<file path="config.mk">
export PLATFORM = sky130hd
export DESIGN_NAME = keyed_slot_table
export DESIGN_NICKNAME = d
export VERILOG_FILES = /design/src/rtl/kst_pkg.sv /design/src/rtl/kst_cell.sv /design/src/rtl/keyed_slot_table.sv
export SDC_FILE = /design/constraint.sdc
export NUM_CORES = 2
export LEC_CHECK = 0
export ABC_AREA = 1
export BUFFER_PORTS_ARGS = -buffer_cell sky130_fd_sc_hd__buf_2
export CAP_MARGIN = 10
export CORE_AREA = 2 2 384 386
export CTS_BUF_LIST = sky130_fd_sc_hd__clkbuf_8
export CTS_CLUSTER_SIZE = 28
export DETAILED_ROUTE_END_ITERATION = 10
export DIE_AREA = 0 0 386 388
export SYNTH_ARGS = -nofsm -noshare
export SYNTH_HDL_FRONTEND = slang
export SYNTH_HIERARCHICAL = 1
export SYNTH_SLANG_ARGS = --single-unit
</file>
<file path="constraint.sdc">
create_clock -name clock -period 10.57 [get_ports clock]
set_input_delay 0.5285 -clock clock [delete_from_list [all_inputs] [get_ports clock]]
set_output_delay 0.5285 -clock clock [all_outputs]
set_load 0.01 [all_outputs]
</file>
<file path="src/rtl/kst_pkg.sv">
// Shared types, codes and helpers for the keyed slot table.
`timescale 1ns / 1ps

package kst_pkg;

   localparam int KEY_W      = 32;
   localparam int DEF_ROWS   = 4;
   localparam int DEF_SLOTS  = 8;

   // command codes
   localparam logic [1:0] CMD_STORE  = 2'd0;
   localparam logic [1:0] CMD_REMOVE = 2'd1;
   localparam logic [1:0] CMD_LIST   = 2'd2;

   // result status codes
   localparam logic [2:0] STAT_STORED   = 3'd0;
   localparam logic [2:0] STAT_PRESENT  = 3'd1;
   localparam logic [2:0] STAT_FULL     = 3'd2;
   localparam logic [2:0] STAT_REMOVED  = 3'd3;
   localparam logic [2:0] STAT_NOTFOUND = 3'd4;
   localparam logic [2:0] STAT_LISTING  = 3'd5;

   typedef struct packed {
      logic [1:0]       cmd;
      logic [KEY_W-1:0] key;
   } req_type;

   typedef struct packed {
      logic [2:0]       status;
      logic [1:0]       row;
      logic [2:0]       slot;
      logic [KEY_W-1:0] entry_key;
      logic             last;
   } rsp_type;

   // control shared by every cell of the ring
   typedef struct packed {
      logic             shift;
      logic             write;
      logic [KEY_W-1:0] wr_key;
   } cell_ctl_type;

   // clear every byte from the first zero byte onwards
   function automatic logic [KEY_W-1:0] normalize_key(input logic [KEY_W-1:0] raw);
      logic [KEY_W-1:0] res;
      logic             run;
      res = '0;
      run = 1'b1;
      for (int b = 0; b < KEY_W / 8; b++) begin
         if (raw[8*b +: 8] == 8'h00) run = 1'b0;
         if (run) res[8*b +: 8] = raw[8*b +: 8];
      end
      return res;
   endfunction

endpackage

</file>
<file path="src/rtl/kst_cell.sv">
// One entry of the key ring: holds a key, passes it on when the ring turns.
`timescale 1ns / 1ps

module kst_cell
   import kst_pkg::*;
(
   input  logic             clock,
   input  logic             reset,
   input  cell_ctl_type     ctl,
   input  logic             sel,
   input  logic [KEY_W-1:0] nxt_key,
   output logic [KEY_W-1:0] key
);

   logic [KEY_W-1:0] key_ff;
   logic [KEY_W-1:0] key_in;

   always_comb begin
      key_in = key_ff;
      if (ctl.shift) begin
         key_in = nxt_key;
      end else if (ctl.write && sel) begin
         key_in = ctl.wr_key;
      end
   end

   always_ff @(posedge clock) begin
      if (reset) begin
         key_ff <= '0;
      end else begin
         key_ff <= key_in;
      end
   end

   assign key = key_ff;

endmodule

</file>
<file path="src/rtl/keyed_slot_table.sv">
// Top level of the keyed slot table: ring of key cells and its command sequencer.
`timescale 1ns / 1ps
// Store and remove turn the ring past the compare head entry by entry, then write back and
// raise rsp_valid once the result register is free; the sequencer is then back at idle.
// List emits one entry per cycle while rsp_ready stays high, the final one marked last.
// One command is in work at a time; the next is taken once the sequencer is back at idle.
// Synchronous active-high reset empties every entry and drops any pending result.
// Throughput is set by the single compare head at cell zero of the ring.

module keyed_slot_table
   import kst_pkg::*;
#(
   parameter int ROWS  = DEF_ROWS,
   parameter int SLOTS = DEF_SLOTS
) (
   input  logic    clock,
   input  logic    reset,
   input  logic    req_valid,
   output logic    req_ready,
   input  req_type req_data,
   output logic    rsp_valid,
   input  logic    rsp_ready,
   output rsp_type rsp_data
);

   localparam int ENTRIES = ROWS * SLOTS;
   localparam int ROW_W   = (ROWS > 1) ? $clog2(ROWS) : 1;
   localparam int SLOT_W  = (SLOTS > 1) ? $clog2(SLOTS) : 1;
   localparam int IDX_W   = (ENTRIES > 1) ? $clog2(ENTRIES) : 1;

   localparam logic [IDX_W-1:0]  IDX_LAST  = IDX_W'(ENTRIES - 1);
   localparam logic [SLOT_W-1:0] SLOT_LAST = SLOT_W'(SLOTS - 1);

   typedef enum logic [3:0] {
      ST_IDLE   = 4'b0001,
      ST_SEARCH = 4'b0010,
      ST_FINISH = 4'b0100,
      ST_LIST   = 4'b1000
   } state_type;

   // control state
   state_type         state_ff, state_in;
   logic [IDX_W-1:0]  idx_cnt_ff, idx_cnt_in;
   logic [ROW_W-1:0]  row_cnt_ff, row_cnt_in;
   logic [SLOT_W-1:0] slot_cnt_ff, slot_cnt_in;
   logic              hit_ff, hit_in;
   logic              free_ff, free_in;
   logic              rsp_valid_ff, rsp_valid_in;

   // payload
   logic [1:0]        cmd_ff, cmd_in;
   logic [KEY_W-1:0]  key_ff, key_in;
   logic [IDX_W-1:0]  hit_idx_ff, hit_idx_in;
   logic [ROW_W-1:0]  hit_row_ff, hit_row_in;
   logic [SLOT_W-1:0] hit_slot_ff, hit_slot_in;
   logic [IDX_W-1:0]  free_idx_ff, free_idx_in;
   logic [ROW_W-1:0]  free_row_ff, free_row_in;
   logic [SLOT_W-1:0] free_slot_ff, free_slot_in;
   rsp_type           rsp_ff, rsp_in;

   // ring
   cell_ctl_type      ctl;
   logic [IDX_W-1:0]  wr_idx;
   logic [KEY_W-1:0]  cell_key [ENTRIES];
   logic [KEY_W-1:0]  head;
   logic              out_free;
   logic              at_last;

   assign head     = cell_key[0];
   assign out_free = !rsp_valid_ff || rsp_ready;
   assign at_last  = (idx_cnt_ff == IDX_LAST);

   // Each cell takes its upper neighbour's key when the ring turns; the top cell
   // takes the head, so ENTRIES turns bring the ring back to where it started.
   for (genvar i = 0; i < ENTRIES; i++) begin : g_cell
      kst_cell u_cell (
         .clock   (clock),
         .reset   (reset),
         .ctl     (ctl),
         .sel     (wr_idx == IDX_W'(i)),
         .nxt_key (cell_key[(i + 1) % ENTRIES]),
         .key     (cell_key[i])
      );
   end

   always_comb begin
      state_in     = state_ff;
      idx_cnt_in   = idx_cnt_ff;
      row_cnt_in   = row_cnt_ff;
      slot_cnt_in  = slot_cnt_ff;
      hit_in       = hit_ff;
      free_in      = free_ff;
      rsp_valid_in = rsp_valid_ff && !rsp_ready;
      cmd_in       = cmd_ff;
      key_in       = key_ff;
      hit_idx_in   = hit_idx_ff;
      hit_row_in   = hit_row_ff;
      hit_slot_in  = hit_slot_ff;
      free_idx_in  = free_idx_ff;
      free_row_in  = free_row_ff;
      free_slot_in = free_slot_ff;
      rsp_in       = rsp_ff;
      ctl          = '0;
      wr_idx       = '0;

      unique case (state_ff)
         ST_IDLE: begin
            if (req_valid) begin
               cmd_in  = req_data.cmd;
               key_in  = normalize_key(req_data.key);
               hit_in  = 1'b0;
               free_in = 1'b0;
               // the unused command code is dropped without a result
               priority if (req_data.cmd == CMD_STORE || req_data.cmd == CMD_REMOVE) begin
                  state_in = ST_SEARCH;
               end else if (req_data.cmd == CMD_LIST) begin
                  state_in = ST_LIST;
               end else begin
                  state_in = ST_IDLE;
               end
            end
         end

         ST_SEARCH: begin
            // turn the ring one entry per cycle, note the first match and first hole
            ctl.shift = 1'b1;
            if (head == key_ff && !hit_ff) begin
               hit_in      = 1'b1;
               hit_idx_in  = idx_cnt_ff;
               hit_row_in  = row_cnt_ff;
               hit_slot_in = slot_cnt_ff;
            end
            if (head == '0 && !free_ff) begin
               free_in      = 1'b1;
               free_idx_in  = idx_cnt_ff;
               free_row_in  = row_cnt_ff;
               free_slot_in = slot_cnt_ff;
            end
            if (at_last) begin
               state_in = ST_FINISH;
            end
         end

         ST_FINISH: begin
            // hold until the result register is free, then write back and report
            if (out_free) begin
               rsp_in.entry_key = key_ff;
               rsp_in.last      = 1'b1;
               rsp_in.row       = '0;
               rsp_in.slot      = '0;
               rsp_valid_in     = 1'b1;
               state_in         = ST_IDLE;
               if (cmd_ff == CMD_STORE) begin
                  priority if (hit_ff) begin
                     rsp_in.status = STAT_PRESENT;
                     rsp_in.row    = 2'(hit_row_ff);
                     rsp_in.slot   = 3'(hit_slot_ff);
                  end else if (free_ff) begin
                     rsp_in.status = STAT_STORED;
                     rsp_in.row    = 2'(free_row_ff);
                     rsp_in.slot   = 3'(free_slot_ff);
                     ctl.write     = 1'b1;
                     ctl.wr_key    = key_ff;
                     wr_idx        = free_idx_ff;
                  end else begin
                     rsp_in.status = STAT_FULL;
                  end
               end else begin
                  // an empty key matches a hole; writing zero there changes nothing
                  if (hit_ff) begin
                     rsp_in.status = STAT_REMOVED;
                     rsp_in.row    = 2'(hit_row_ff);
                     rsp_in.slot   = 3'(hit_slot_ff);
                     ctl.write     = 1'b1;
                     ctl.wr_key    = '0;
                     wr_idx        = hit_idx_ff;
                  end else begin
                     rsp_in.status = STAT_NOTFOUND;
                  end
               end
            end
         end

         ST_LIST: begin
            // advance only when the head entry can be handed on
            if (out_free) begin
               ctl.shift        = 1'b1;
               rsp_in.status    = STAT_LISTING;
               rsp_in.row       = 2'(row_cnt_ff);
               rsp_in.slot      = 3'(slot_cnt_ff);
               rsp_in.entry_key = head;
               rsp_in.last      = at_last;
               rsp_valid_in     = 1'b1;
               if (at_last) begin
                  state_in = ST_IDLE;
               end
            end
         end

         default: begin
            state_in = ST_IDLE;
         end
      endcase

      // position counters follow the ring; they wrap to zero with it
      if (ctl.shift) begin
         if (at_last) begin
            idx_cnt_in  = '0;
            row_cnt_in  = '0;
            slot_cnt_in = '0;
         end else begin
            idx_cnt_in = idx_cnt_ff + 1'b1;
            if (slot_cnt_ff == SLOT_LAST) begin
               slot_cnt_in = '0;
               row_cnt_in  = row_cnt_ff + 1'b1;
            end else begin
               slot_cnt_in = slot_cnt_ff + 1'b1;
            end
         end
      end
   end

   always_ff @(posedge clock) begin
      if (reset) begin
         state_ff     <= ST_IDLE;
         idx_cnt_ff   <= '0;
         row_cnt_ff   <= '0;
         slot_cnt_ff  <= '0;
         hit_ff       <= 1'b0;
         free_ff      <= 1'b0;
         rsp_valid_ff <= 1'b0;
      end else begin
         state_ff     <= state_in;
         idx_cnt_ff   <= idx_cnt_in;
         row_cnt_ff   <= row_cnt_in;
         slot_cnt_ff  <= slot_cnt_in;
         hit_ff       <= hit_in;
         free_ff      <= free_in;
         rsp_valid_ff <= rsp_valid_in;
      end
   end

   always_ff @(posedge clock) begin
      cmd_ff       <= cmd_in;
      key_ff       <= key_in;
      hit_idx_ff   <= hit_idx_in;
      hit_row_ff   <= hit_row_in;
      hit_slot_ff  <= hit_slot_in;
      free_idx_ff  <= free_idx_in;
      free_row_ff  <= free_row_in;
      free_slot_ff <= free_slot_in;
      rsp_ff       <= rsp_in;
   end

   assign req_ready = (state_ff == ST_IDLE);
   assign rsp_valid = rsp_valid_ff;
   assign rsp_data  = rsp_ff;

`ifndef SYNTHESIS
   // the ring must be back in its home alignment whenever a command is taken
   a_home_at_idle: assert property (@(posedge clock) disable iff (reset)
      (state_ff == ST_IDLE) |-> (idx_cnt_ff == '0 && row_cnt_ff == '0 && slot_cnt_ff == '0))
      else $error("ring position counters not at home while idle");

   // a list transfer starts the walk in the next cycle
   a_list_start: assert property (@(posedge clock) disable iff (reset)
      (req_valid && req_ready && req_data.cmd == CMD_LIST) |=> (state_ff == ST_LIST))
      else $error("list command did not start the walk");

   // the final listed entry is the last slot of the last row
   a_list_last: assert property (@(posedge clock) disable iff (reset)
      (rsp_valid && rsp_data.status == STAT_LISTING && rsp_data.last)
         |-> (rsp_data.row == 2'(ROWS - 1) && rsp_data.slot == 3'(SLOTS - 1)))
      else $error("list ended at the wrong entry");

   // store and remove give exactly one result, so it always carries last
   a_single_last: assert property (@(posedge clock) disable iff (reset)
      (rsp_valid && rsp_data.status != STAT_LISTING) |-> rsp_data.last)
      else $error("single result without last flag");
`endif

endmodule
</file>
**Word-level counts from Yosys, hierarchy flattened**

Index checks and enable logic that the tools add are counted.

- Logic and storage cells: 317
- Bits of input ports: 38
- Register bits: 1136
- Output and inout bits: 43

- Equal/unequal tests: 47
- Mux-type cells: 119
- Add/sub/neg operators: 3
- Reductions and logical operators: 93

Operators by type and width:

| cell | count |
|---|---|
| 2-to-1 mux 32 bit | 64 |
| 2-to-1 mux 33 bit | 6 |
| equality test 5 bit (second input constant) | 17 |
| 2-to-1 mux 41 bit | 2 |
| case mux 41 bit (2 select lines) | 1 |
| nonzero test 2 bit | 35 |
| 2-to-1 mux 5 bit | 9 |
| equality test 5 x 4 -> 1 bit (second input constant) | 8 |
| logical AND 1 bit | 35 |
| equality test 32 bit | 1 |
| zero test 32 bit | 1 |
| zero test 8 bit | 4 |
| 2-to-1 mux 4 bit | 7 |
| equality test 5 x 3 -> 1 bit (second input constant) | 4 |
| 2-to-1 mux 1 bit | 18 |
| case mux 4 bit (4 select lines) | 1 |
| inequality test 2 bit (second input constant) | 7 |
| equality test 5 x 2 -> 1 bit (second input constant) | 2 |
| 2-to-1 mux 3 bit | 3 |
| AND reduction 3 bit | 3 |
| 2-to-1 mux 8 bit | 1 |
| AND reduction 2 bit | 4 |
| 2-to-1 mux 7 bit | 1 |
| 2-to-1 mux 2 bit | 3 |
| 18 further kinds | 25 |

**Longest topological paths before layout**

- Word-level depth: 13
- Gate-level depth with buffers: 15
- Gate-level depth less buffers: 14

**Cells and area by module**

Netlist, hierarchy kept.

By module, submodules not included:

| module | cells each | seq. area each (um^2) | instances | area an instance (um^2) |
|---|---|---|---|---|
| kst_cell | 311 | 640.6 | 32 | 1853.0 |
| keyed_slot_table | 688 | 3193.1 | 1 | 5839.4 |

**Least setup slack after synthesis**

No wires, ideal clock.

- Kind: input to register
- From: input rsp_ready
- To: register g_cell[0].u_cell.key_ff[10]
- Path slack: 2.592 ns
- Setup time: 0.064 ns
- Arrival: 7.915 ns
- Required time: 10.506 ns
- Path buffers: 2
- Stages on the path: 11
- Cell sequence: or2_0 inv_1 nor2_2 inv_2 clkbuf_1 nor2_1 nand2_2 buf_4 nand3_1 nand2_1 nor2_1

RTL lines:

| element | line | RTL |
|---|---|---|
| from (decl) | keyed_slot_table.sv:22 | `input logic rsp_ready,` |
| to (signal assigned) | kst_cell.sv:31 | `key_ff <= key_in;` |
| to (decl) | kst_cell.sv:15 | `logic [KEY_W-1:0] key_ff;` |

**Final worst setup path**

- From: register rsp_valid_ff, in the netlist rsp_valid
- To: register g_cell[8].u_cell.key_ff[8]

- Word-level cells in the longest chain between the ends: 7
- Elaborated cells between the ends (all ways): 13
- Those cells by class: eq/ne: 1; mux: 8; reduce/logical: 4

RTL lines:

| element | line | RTL |
|---|---|---|
| from (decl) | keyed_slot_table.sv:48 | `logic rsp_valid_ff, rsp_valid_in;` |
| from (signal assigned) | keyed_slot_table.sv:239 | `rsp_valid_ff <= rsp_valid_in;` |
| zero test 1 bit * | keyed_slot_table.sv:70 | `assign out_free = !rsp_valid_ff \|\| rsp_ready;` |
| logical OR 1 bit * | keyed_slot_table.sv:70 |  |
| 2-to-1 mux 5 bit | keyed_slot_table.sv:146 | `if (out_free) begin` |
| 2-to-1 mux 5 bit | keyed_slot_table.sv:106 | `unique case (state_ff)` |
| equality test 5 x 4 -> 1 bit | keyed_slot_table.sv:80 | `.sel (wr_idx == IDX_W'(i)),` |
| logical AND 1 bit | kst_cell.sv:22 | `end else if (ctl.write && sel) begin` |
| nonzero test 2 bit (no source line) | n/a |  |
| to (signal assigned) | kst_cell.sv:31 |  |
| to (decl) | kst_cell.sv:15 |  |

Every way passes the cells marked *; elsewhere a longest branch is shown, timed or not. The select of a mux whose other input is x is not followed.
A chain may end at the register's enable or synchronous reset.

==> results.toml <==
[worst_setup_path]
cp_max_stage_delay_ns = 0.71
critical_path.max_fanout = 36
r2r-start = "rsp_valid$_SDFF_PP0_"
timing.critical_path.from_type = "flop"
reg2reg_slack_ns = 6.51
worstPathCellList = "inv_1 -> or2_0 -> inv_1 -> nor2_2 -> inv_2 -> buf_4 -> nor2_4 -> nor2_1 -> inv_1 -> nor3_1 -> nand2_2 -> nand3_1 -> nand2_1 -> nor2_1"
critical_path.endpoint_type = "flop"
critical_path.n_buffers_inverters = 5
timing.critical_path.mode_cell = "sky130_fd_sc_hd__inv_1"
r2r_end = "g_cell[8].u_cell/key[8]$_SDFFE_PP0P_"
family_with_the_most_delay_on_the_worst_path = "simple AND/OR/NAND/NOR gates"
slowest_cell_on_the_critical_path = "sky130_fd_sc_hd__nor3_1"
timing.critical_path.arrival_ns = 4.91
criticalPathCategory = "flop to flop"
reg2reg_depth = 14
worst-endpoint-required_ns = 11.42

[global_route]
globalRouteOverflowTotal = 0
grt_start_max_net_pins = 178
first_global_vias = 54800
initial_antenna_violation_count = 3
gr-usage-all-layers_pct = 26.32
grt_pass1_wl_um = 315300

[die]
start_util_pct = 44.86
floorplan.core_area_um2 = 145200
design.portCount = 81
fp.dieH_um = 388
die_area_um2 = 149800
placement_rows = 140
die_x_um = 386

[routing]
drt_iter0_markers = 6120
detail_route.first_pass.iterations = 6
ant_nets = 0
vias = 60970
wirelength_um = 202900
drc = 0
wl_per_cell_um = 16.31
drt-vias-per-instance = 4.901

[placed_design]
routabilityCongestion = 0.8697
port_buffers = 80
place_worst_setup_slack_ns = 6.220
place.detailed.hpwl_um = 115500

[synthesis]
synth_largest_area_cell = "sky130_fd_sc_hd__dfxtp_1"
synth_top_area_share_pct = 31.99
postSynthAreaPerCell_um2 = 6.122
synth_cells = 10640
mappedNetlistNets = 10680
synth_cell_types = 40
ys_dominant_reg_cell = "sky130_fd_sc_hd__dfxtp_1"
synth_area_leaders = "sky130_fd_sc_hd__dfxtp_1, sky130_fd_sc_hd__nand2_1, sky130_fd_sc_hd__nor2_1"
yosysWarningCount = 6
synthArstFlopShare_pct = 0
synth_sequential_area_ratio_pct = 36.37
synth_enable_flop_cells = 95
netlist_area_um2 = 65140
yosys_register_bits = 1136

[timing]
setup_tns_ns = 0
min_period_over_period_pct = 38.43
timing.final.setup_violations = 0
max_slew.worst_pin.slew_ns = 1.202
fin_skew_ns = 0.05624
timing.final.crit_period_ns = 4.062
maxSlewHeadroom_pct = 19.81
rsz_0062_raised_after_global_routing = "false"
max_freq_ghz = 0.2462
slew_violations = 0
hold_viol_final = 0
fin_ws_ns = 6.508

[final_layout]
finish.net_count = 10420
finalCoreUtilization_pct = 46.18
most_common_cell_after_layout_fill_and_taps_aside = "sky130_fd_sc_hd__nand2_1"
multi_input_logic_area_um2 = 31180
fraction_of_final_layout_cells_with_drive_strength_greater_than_1_pct = 5.419
synthToLayoutAreaGrowth_pct = 2.964
final-seq-area_um2 = 23690
most-common-layout-cells = "sky130_fd_sc_hd__nand2_1, sky130_fd_sc_hd__nor2_1, sky130_fd_sc_hd__inv_1"
n_fill_cell = 15490

[clocking]
postCtsSetupBuffers = 0
cts_num_sinks = 1136
tritoncts = "done"
clk_latency_ns = 0.97
cts.reportedPaths.clkPinSlew_ns = 0.06
cts-hold-fix-buffers = 35
number_of_gates_resized_after_cts = 0
cts_buffer_count = 199
ctsLongestPathBuffers = 3
htree_levels = 4
root_buffer_cell = "sky130_fd_sc_hd__clkbuf_8"

[min_path]
worstHoldPathCells = 5
worst_hold_path_type = "input port to flop"
min_from = "rsp_ready"
hold_path_end = "rsp_valid$_SDFF_PP0_"

[power_and_ir_drop]
cellPowerDensity_nw_per_um2 = 152.1
post-layout-total-power_mw = 10.20
power.ir.vdd_worst_uv = 144.6
cellLeakagePower_nw = 37.20

[job]
drv_cap = 0

[run_status]
run_status = "finished, final reports clean"
==> worst register-to-register path, cell delays in order, from the launching register on <==
cell and delay, ns:
sky130_fd_sc_hd__dfxtp_1 0.34, sky130_fd_sc_hd__inv_1 0.04, sky130_fd_sc_hd__or2_0 0.19, sky130_fd_sc_hd__inv_1 0.23, sky130_fd_sc_hd__nor2_2 0.10, sky130_fd_sc_hd__inv_2 0.05
sky130_fd_sc_hd__buf_4 0.59, sky130_fd_sc_hd__nor2_4 0.11, sky130_fd_sc_hd__nor2_1 0.34, sky130_fd_sc_hd__inv_1 0.21, sky130_fd_sc_hd__nor3_1 0.71, sky130_fd_sc_hd__nand2_2 0.63
sky130_fd_sc_hd__nand3_1 0.24, sky130_fd_sc_hd__nand2_1 0.07, sky130_fd_sc_hd__nor2_1 0.13
==> per-layer routing <==
| metal | track usage (%) | vias up | wire length [um] |
|---|---|---|---|
| met3 | 3.917 | 326 | 14630 |
| met2 | 39.43 | 1884 | 86290 |
| met1 | 38.66 | 27610 | 96540 |
| met5 | 0 | - | 13 |
| li1 | - | 31150 | - |
| met4 | 7.945 | 2 | 5446 |
==> sequential cells by signal (all words and copies together), names as in the netlist <==
name,count
hit_idx_ff,5
free_idx_ff,5
hit_row_ff,2
rsp_data,41
key_ff,32
rsp_valid,1
free_row_ff,2
slot_cnt_ff,3
hit_ff,1
free_ff,1
free_slot_ff,3
state_ff,4
row_cnt_ff,2
cmd_ff,2
idx_cnt_ff,5
g_cell.u_cell/key,1024
hit_slot_ff,3
==> per-stage QoR <==
| stage | std cells | hold WS (ns) | instance area (um^2) |
|---|---|---|---|
| final | 12440 | 0.1898 | 67070 |
| after global routing | 12440 | 0.1802 | 67060 |
| after CTS | 12440 | 0.1079 | 67060 |
| after detailed placement | 12050 | 0.4623 | 62830 |
| after global placement | 12050 | 0.4413 | 62830 |
| after floorplan | 10640 | 0.4256 | 65140 |
==> worst max-delay path by stage <==
stage | to | cells after the start | slack (ns) | startpoint
2_1_floorplan | g_cell[0].u_cell/key[10]$_SDFFE_PP0P_ | 11 | 2.59 | rsp_ready
3_3_place_gp | g_cell[8].u_cell/key[30]$_SDFFE_PP0P_ | 14 | 6.25 | rsp_ready
3_5_place_dp | g_cell[8].u_cell/key[0]$_SDFFE_PP0P_ | 14 | 6.22 | rsp_ready
4_1_cts | g_cell[8].u_cell/key[0]$_SDFFE_PP0P_ | 14 | 6.46 | rsp_valid$_SDFF_PP0_
5_1_grt | g_cell[24].u_cell/key[17]$_SDFFE_PP0P_ | 10 | 6.31 | hit_ff$_SDFFE_PP0P_
6_report | g_cell[8].u_cell/key[8]$_SDFFE_PP0P_ | 14 | 6.51 | rsp_valid$_SDFF_PP0_
==> logic make-up after synthesis <==
| logic type | after synthesis | synth area share (%) |
|---|---|---|
| compound gates | 110 | 1.477 |
| xor+xnor | 4 | 0.05379 |
| fa+ha+maj | 4 | 0.07684 |
| buf+inv | 1845 | 16.07 |
| flops | 1136 | 36.37 |
| simple gates | 7541 | 45.95 |
==> report_power, final <==
part / internal, mW / switching (mW) / leakage (nW)
clock network: 2.10 / 1.93 / 2.24
logic: 0.443 / 0.890 / 25.7
registers: 4.66 / 0.183 / 9.29
==> cell usage after synthesis, types with 2 or more instances <==
cell and n:
sky130_fd_sc_hd__buf_6 353, sky130_fd_sc_hd__o31ai_1 2, sky130_fd_sc_hd__a22oi_1 5, sky130_fd_sc_hd__xnor2_1 3, sky130_fd_sc_hd__dfxtp_1 1041, sky130_fd_sc_hd__o21ai_1 2
sky130_fd_sc_hd__clkbuf_1 85, sky130_fd_sc_hd__buf_2 2, sky130_fd_sc_hd__nor2_1 2121, sky130_fd_sc_hd__ha_1 4, sky130_fd_sc_hd__inv_6 32, sky130_fd_sc_hd__inv_2 9
sky130_fd_sc_hd__nand2_1 4260, sky130_fd_sc_hd__nor2_4 4, sky130_fd_sc_hd__edfxtp_1 95, sky130_fd_sc_hd__nor2_2 2, sky130_fd_sc_hd__buf_4 194, sky130_fd_sc_hd__nor3_1 50
sky130_fd_sc_hd__nor3_2 10, sky130_fd_sc_hd__nand4_1 12, sky130_fd_sc_hd__nand3_1 1036, sky130_fd_sc_hd__nor4_1 4, sky130_fd_sc_hd__inv_1 1168, sky130_fd_sc_hd__nand2_4 2
sky130_fd_sc_hd__a21oi_4 32, sky130_fd_sc_hd__o21ai_0 41, sky130_fd_sc_hd__nand2_2 37, sky130_fd_sc_hd__a21oi_1 22
==> final cells by class <==
class / count / area share, %
Clock buffer: 242 / 4.966
Timing Repair Buffer: 167 / 1.795
Tap cell: 1917 / 3.576
Clock inverter: 105 / 0.8115
Sequential cell: 1136 / 35.33
Antenna cell: 3 / 0.01119
Inverter: 1210 / 7.015
Multi-Input combinational cell: 7659 / 46.50
Power figures use the tool's default switching activity.
